[config.mk]
export PLATFORM = sky130hd
export DESIGN_NAME = wha_binner
export DESIGN_NICKNAME = d
export VERILOG_FILES = /design/src/design/weighted_histogram_accumulator_top_assert.svh /design/src/design/wha_pkg.sv /design/src/design/wha_binner.sv
export SDC_FILE = /design/constraint.sdc
export NUM_CORES = 2
export LEC_CHECK = 0
export BUFFER_PORTS_ARGS = -buffer_cell sky130_fd_sc_hd__buf_2
export CORE_ASPECT_RATIO = 0.6
export CORE_MARGIN = 2
export CORE_UTILIZATION = 30
export DETAILED_ROUTE_END_ITERATION = 8
export RECOVER_POWER = 100
export SYNTH_ARGS = -nofsm -noshare
export SYNTH_HDL_FRONTEND = slang
export SYNTH_SLANG_ARGS = --single-unit
[constraint.sdc]
create_clock -name aclk -period 22.1 [get_ports aclk]
set_clock_uncertainty 0.15 [all_clocks]
set_input_delay 1.105 -clock aclk [delete_from_list [all_inputs] [get_ports aclk]]
set_output_delay 1.105 -clock aclk [all_outputs]
set_load 0.005 [all_outputs]
[src/design/weighted_histogram_accumulator_top_assert.svh]
// Assertion macros shared by the weighted histogram accumulator modules.
`ifndef WEIGHTED_HISTOGRAM_ACCUMULATOR_TOP_ASSERT_SVH
`define WEIGHTED_HISTOGRAM_ACCUMULATOR_TOP_ASSERT_SVH
`ifndef SYNTHESIS
`define WHA_ASSERT_IMPLY(label, clk, rst_n, ante, cons) \
    label: assert property (@(posedge clk) disable iff (!rst_n) (ante) |-> (cons)) \
        else $error("weighted histogram assertion failed");
`define WHA_ASSERT_NEXT(label, clk, rst_n, ante, cons) \
    label: assert property (@(posedge clk) disable iff (!rst_n) (ante) |=> (cons)) \
        else $error("weighted histogram assertion failed");
`else
`define WHA_ASSERT_IMPLY(label, clk, rst_n, ante, cons)
`define WHA_ASSERT_NEXT(label, clk, rst_n, ante, cons)
`endif
`endif

[src/design/wha_pkg.sv]
// Types and constants shared by the weighted histogram accumulator modules.
package wha_pkg;

    localparam int MAX_BINS    = 256;
    localparam int BIN_W       = 8;
    localparam int COUNT_W     = 9;
    localparam int VALUE_W     = 32;
    localparam int PROD_W      = 64;
    localparam int TOTAL_W     = 48;
    localparam int CFG_INDEX_W = 2;

    typedef logic [1:0] status_t;
    localparam status_t STATUS_OK        = 2'd0;
    localparam status_t STATUS_DROPPED   = 2'd1;
    localparam status_t STATUS_BAD_INDEX = 2'd2;

    localparam logic OP_ACCUMULATE = 1'b0;
    localparam logic OP_READ       = 1'b1;

    typedef logic [CFG_INDEX_W-1:0] cfg_index_t;
    localparam cfg_index_t CFG_RANGE_MINIMUM     = 2'd0;
    localparam cfg_index_t CFG_INVERSE_BIN_WIDTH = 2'd1;
    localparam cfg_index_t CFG_BINS_IN_USE       = 2'd2;

    typedef struct packed {
        logic               opcode;
        status_t            status;
        logic [BIN_W-1:0]   bin;
        logic [VALUE_W-1:0] weight;
    } bin_req_t;

    typedef struct packed {
        status_t                     status;
        logic [BIN_W-1:0]            bin;
        logic signed [TOTAL_W-1:0]   total;
    } bin_result_t;

endpackage

[src/design/wha_binner.sv]
// Bin computation: difference and multiply stage, then index shift and range check.
module wha_binner import wha_pkg::*; #(
    parameter int FRAC_BITS = 16
) (
    input  logic               aclk,
    input  logic               aresetn,
    input  logic               adv,
    input  logic               in_valid,
    input  logic               in_opcode,
    input  logic [VALUE_W-1:0] in_sample,
    input  logic [VALUE_W-1:0] in_weight,
    input  logic [BIN_W-1:0]   in_read_index,
    input  logic [VALUE_W-1:0] range_minimum,
    input  logic [VALUE_W-1:0] inverse_bin_width,
    input  logic [COUNT_W-1:0] bins_in_use,
    output logic               req_valid,
    output bin_req_t           req
);

    logic [VALUE_W:0]   diff;
    logic               reject_next;
    logic [PROD_W-1:0]  prod_next;

    logic               s1_valid_reg;
    logic               s1_opcode_reg;
    logic               s1_reject_reg;
    logic [PROD_W-1:0]  s1_prod_reg;
    logic [VALUE_W-1:0] s1_weight_reg;
    logic [BIN_W-1:0]   s1_read_index_reg;

    logic [PROD_W-1:0]  idx_wide;
    logic [COUNT_W-1:0] active;
    logic               acc_hit;
    logic               rd_hit;

    assign diff        = {in_sample[VALUE_W-1], in_sample}
                       - {range_minimum[VALUE_W-1], range_minimum};
    assign reject_next = diff[VALUE_W] && (inverse_bin_width != '0);
    assign prod_next   = PROD_W'(diff[VALUE_W-1:0]) * PROD_W'(inverse_bin_width);

    always_ff @(posedge aclk) begin
        if (!aresetn) begin
            s1_valid_reg <= 1'b0;
        end else if (adv) begin
            s1_valid_reg <= in_valid;
        end
    end

    always_ff @(posedge aclk) begin
        if (adv) begin
            s1_opcode_reg     <= in_opcode;
            s1_reject_reg     <= reject_next;
            s1_prod_reg       <= prod_next;
            s1_weight_reg     <= in_weight;
            s1_read_index_reg <= in_read_index;
        end
    end

    assign idx_wide = s1_prod_reg >> (2 * FRAC_BITS);
    assign active   = (bins_in_use > COUNT_W'(MAX_BINS)) ? COUNT_W'(MAX_BINS) : bins_in_use;
    assign acc_hit  = !s1_reject_reg && (idx_wide < PROD_W'(active));
    assign rd_hit   = {1'b0, s1_read_index_reg} < active;

    always_comb begin
        req_valid  = s1_valid_reg;
        req.opcode = s1_opcode_reg;
        req.weight = s1_weight_reg;
        req.status = STATUS_OK;
        req.bin    = '0;
        if (s1_opcode_reg == OP_READ) begin
            if (rd_hit) begin
                req.bin = s1_read_index_reg;
            end else begin
                req.status = STATUS_BAD_INDEX;
            end
        end else begin
            if (acc_hit) begin
                req.bin = idx_wide[BIN_W-1:0];
            end else begin
                req.status = STATUS_DROPPED;
            end
        end
    end

endmodule

* Yosys cells after proc, flatten, opt, wreduce, memory -nomap -nowiden
Index checks and enable logic that the tools add are counted.
Storage, ports and cells: output and inout bits 44, word-level logic and storage cells 21, input bits 150, register bits after elaboration 107
Cells by class: mux-type cells 6, add/sub/neg operators 1, reductions and logical operators 4, $mul 1, order comparisons 3
Operators by type and width (number):
- 32-bit by 32-bit multiplier with 64-bit output | 1
- 32-bit by 32-bit subtractor with 33-bit output | 1
- 32-bit by 9-bit < comparator with 1-bit output | 1
- 32-bit nonzero test | 1
- 8-bit 2-to-1 mux | 2
- 10-bit 2-to-1 mux | 1
- 9-bit greater-than comparator (second input constant) | 1
- 8-bit by 9-bit < comparator with 1-bit output | 1
- 9-bit 2-to-1 mux | 1
- 1-bit logical AND | 2
- 2-bit 2-to-1 mux | 1
- 1-bit zero test | 1
- 1-bit 2-to-1 mux | 1

* Longest topological paths before layout
depth in word-level cells 6, gate-level depth with buffers 38

* Worst setup path after synthesis
OpenSTA, ideal clock, no wires.
path type in2reg, from in range_minimum[4], to reg s1_prod_reg[59] (data pin), library setup time 0.258 ns, slack 12.200 ns, stages on the path 33, data arrival time 9.492 ns, data required time 21.692 ns, cells stage by stage inv_1 > ha_1 > a21o_1 > a21o_1 > o21a_1 > o21a_1 > o2111ai_1 > nand3b_1 > a21oi_1 > buf_2 > mux2i_1 > fa_1 > fa_1 > fa_1 > inv_1 > fa_1 > inv_1 > fa_1 > inv_1 > fa_1 > fa_1 > fa_1 > inv_1 > ha_1 > nand2_1 > o31ai_1 > a311oi_1 > nor4_1 > a21oi_1 > o41ai_2 > a41oi_1 > a221o_1 > xnor2_1
Between the ends: cells in the longest elaborated chain, start to end 2
RTL lines:
- start, declared | RTL line wha_binner.sv:13 | input logic [VALUE_W-1:0] range_minimum,
- 32-bit by 32-bit subtractor with 33-bit output | RTL line wha_binner.sv:37 | - {range_minimum[VALUE_W-1], range_minimum};
- 32-bit by 32-bit multiplier with 64-bit output | RTL line wha_binner.sv:39 | assign prod_next = PROD_W'(diff[VALUE_W-1:0]) * PROD_W'(inverse_bin_width);
- net prod_next[59] | RTL line wha_binner.sv:22 | logic [PROD_W-1:0] prod_next;
- end signal, assigned | RTL line wha_binner.sv:53 | s1_prod_reg <= prod_next;
- end, declared | RTL line wha_binner.sv:27 | logic [PROD_W-1:0] s1_prod_reg;
The timed path passes the listed nets, and every way through them passes these cells. A chain may end at the register's enable or synchronous reset.

* Worst setup path in the final report
from in in_sample[0], to reg s1_prod_reg[59] (data pin)
Between the ends: cells in the longest elaborated chain, start to end 2
RTL lines:
- start, declared | RTL line wha_binner.sv:10 | input logic [VALUE_W-1:0] in_sample,
- 32-bit by 32-bit subtractor with 33-bit output | RTL line wha_binner.sv:37
- 32-bit by 32-bit multiplier with 64-bit output | RTL line wha_binner.sv:39
- net prod_next[59] | RTL line wha_binner.sv:22
The timed path passes the listed nets, and every way through them passes these cells.

==> results.py <==
metrics = {
    "outcome": {
        "outcome": "complete, but fails checks",
        "violations": "max-capacitance violations, max-slew violations",
    },
    "sta": {
        "tightest_slew_ns": 4.161,
        "slew_headroom_pct": -177.4,
        "finalMaxSlewViolations": 109,
        "finalCritPeriodShare_pct": 57.00,
        "setup_viol": 0,
        "max_freq_mhz": 79.39,
        "hold_ws_ns": 0.3705,
        "rsz0062_at_grt": "no",
        "tns_ns": 0,
        "post-route-min-period_ns": 12.60,
        "hold_viol_final": 0,
    },
    "clocking": {
        "post_cts_buffers": 0,
        "cts_sinks": 75,
        "worstSkewPairLatency_ns": 0.35,
        "cts_tree": "done",
        "cts_hold_repair.buffers": 0,
        "cts_resized": 0,
        "clkTransAtPathRegs_ns": 0.06,
        "htreeDepth": 3,
        "cts_made_buffers": 9,
        "cts_root_buf": "clkbuf_16",
        "clockBufferDepth": 2,
    },
    "cells_and_area": {
        "layout.nets": 5463,
        "fin_cells": 5799,
        "final_common_cell": "inv_1",
        "syn_to_final_growth_pct": 7.914,
        "final_layout_size_suffix_gt1_share_pct": 7.047,
        "final_util_pct": 32.78,
        "mostFrequentLayoutCells": "927 x inv_1, 896 x fa_1, 467 x nand2_1",
    },
    "route": {
        "drtIter0Drc": 3049,
        "drc": 0,
        "viasPerCell": 4.909,
        "final_antenna_net_count": 0,
        "postRouteWirelength_um": 121100,
        "vias": 28470,
        "post_drt_wl_per_cell_um": 20.88,
        "first_pass_iters": 6,
    },
    "synthesis": {
        "synth_area_mm2": 0.03782,
        "yosysWarnings": 0,
        "ys_seq_elements": 75,
        "synth_ff_type": "edfxtp_1",
        "syn-num-nets": 5439,
        "synth_edf_count": 74,
        "ys_types": 71,
        "yosysSeqAreaShare_pct": 5.929,
        "avgSynthCellArea_um2": 9.255,
        "syn_inst": 4086,
        "async_flop_share_pct": 0,
    },
    "floorplanning": {
        "die_w_um": 462.4,
        "die_h_um": 279.0,
        "fp.coreArea_mm2": 0.1245,
        "die-area_mm2": 0.1290,
        "start_util_pct": 30.38,
        "boundaryPins": 194,
        "row_count": 100,
    },
    "placed_design": {
        "gp_congestion": 0.9230,
        "dp_hpwl_um": 91120,
        "place_inst": 5782,
        "port_buffers": 193,
    },
    "setup_path": {
        "worst_path_max_delay_cell": "clkbuf_1",
        "critPathMostFrequentCell": "fa_1",
        "cp-start-kind": "input pin",
        "path_class": "in -> reg",
        "cp-startpoint": "in_sample[0]",
        "crit_arrival_ns": 12.54,
        "path_max_fanout": 32,
        "critPathMaxStageDelay_ns": 1.44,
        "timing.rr.start": "req_valid",
        "cp.required_ns": 22.05,
        "end_kind": "register",
    },
    "grt": {
        "grt_max_degree": 76,
        "grt_pass1_wl_um": 189800,
        "grt_overflow": 0,
        "grt_pass1_vias": 30128,
        "antenna_found_initial": 3,
        "grt_usage_pct": 19.23,
    },
    "hold_path": {
        "min_from": "req_valid",
        "min_path_type": "reg -> reg",
    },
    "job": {
        "cap_violations": 2,
    },
}
-- through the flow --
stage	setup slack [ns]	instance area [um^2]
after CTS	11.03	40840
final	9.504	40810
after global placement	10.77	40540
after floorplan	12.20	37820
after detailed placement	10.69	40540
after global routing	9.074	40810
-- worst max-delay path, delay by kind of cell --
family	cells	cell delay, ns
AND/OR/NAND/NOR	6	1.20
buffers and inverters	5	1.67
XOR/XNOR	1	0.14
adder cells (fa/ha/maj)	11	5.10
AO/OA/AOI/OAI	10	3.26
-- worst paths after layout --
kind | slack, ns | endpoint | cells past startpoint
min | 0.37 | req_valid | 2
min reg2reg | 0.37 | req_valid | 2
max | 9.50 | s1_prod_reg[59] | 33
max reg2reg | 21.28 | req_valid | 2
-- per-layer routing --
layer / part of all wire (%) / global-route usage, %
met5: 0.011 / 0
met1: 46 / 29.52
met2: 37 / 25.20
met4: 0.98 / 1.774
met3: 15 / 8.269
-- cell families (layout without fill, tap and decap cells) --
kind of cell | Yosys count | count (layout) | synth area share, %
xor+xnor | 51 | 51 | 1.181
buf+inv | 1150 | 1179 | 11.51
mux | 35 | 35 | 0.9793
fa+ha+maj | 1203 | 1203 | 57.59
compound gates | 294 | 294 | 5.132
flops | 75 | 75 | 5.929
other cells | 0 | 1 | 0
simple gates | 1278 | 1278 | 17.68
-- Yosys cell counts, types with 6 or more instances --
master | count | share of area, %
edfxtp_1 | 74 | 5.9
nand2_1 | 467 | 4.6
nand2b_1 | 60 | 0.99
clkbuf_1 | 206 | 2.0
a21oi_1 | 91 | 1.2
ha_1 | 307 | 10
o21a_1 | 8 | 0.16
mux2i_1 | 19 | 0.50
o211ai_1 | 8 | 0.16
a211oi_1 | 6 | 0.12
inv_1 | 927 | 9.2
fa_1 | 896 | 47
a22o_1 | 8 | 0.19
nor2_1 | 31 | 0.31
buf_2 | 13 | 0.17
nor2b_1 | 49 | 0.81
mux2_2 | 16 | 0.48
nand4_1 | 14 | 0.23
xor2_1 | 16 | 0.37
and3_1 | 94 | 1.6
and4_1 | 6 | 0.14
or2_2 | 6 | 0.099
nand3_1 | 74 | 0.98
nor3_1 | 14 | 0.19
a31oi_1 | 11 | 0.18
nor4_1 | 17 | 0.28
o21ai_0 | 39 | 0.52
o21bai_1 | 14 | 0.28
a21o_1 | 57 | 1.1
xnor2_1 | 35 | 0.81
and2_1 | 426 | 7.0
-- layout make-up --
type	count	area, um^2
tap	1683	2106
fill	12906	83690
clock buffer	9	225.2
timing repair buffer	235	1254
antenna	1	2.502
sequential	75	2242
multi-input combinational	2861	31410
inverter	928	3483
clock inverter	7	82.58
Power is not shown: default switching activity piles up to over one toggle a cycle in this logic, so the estimate is an artifact.
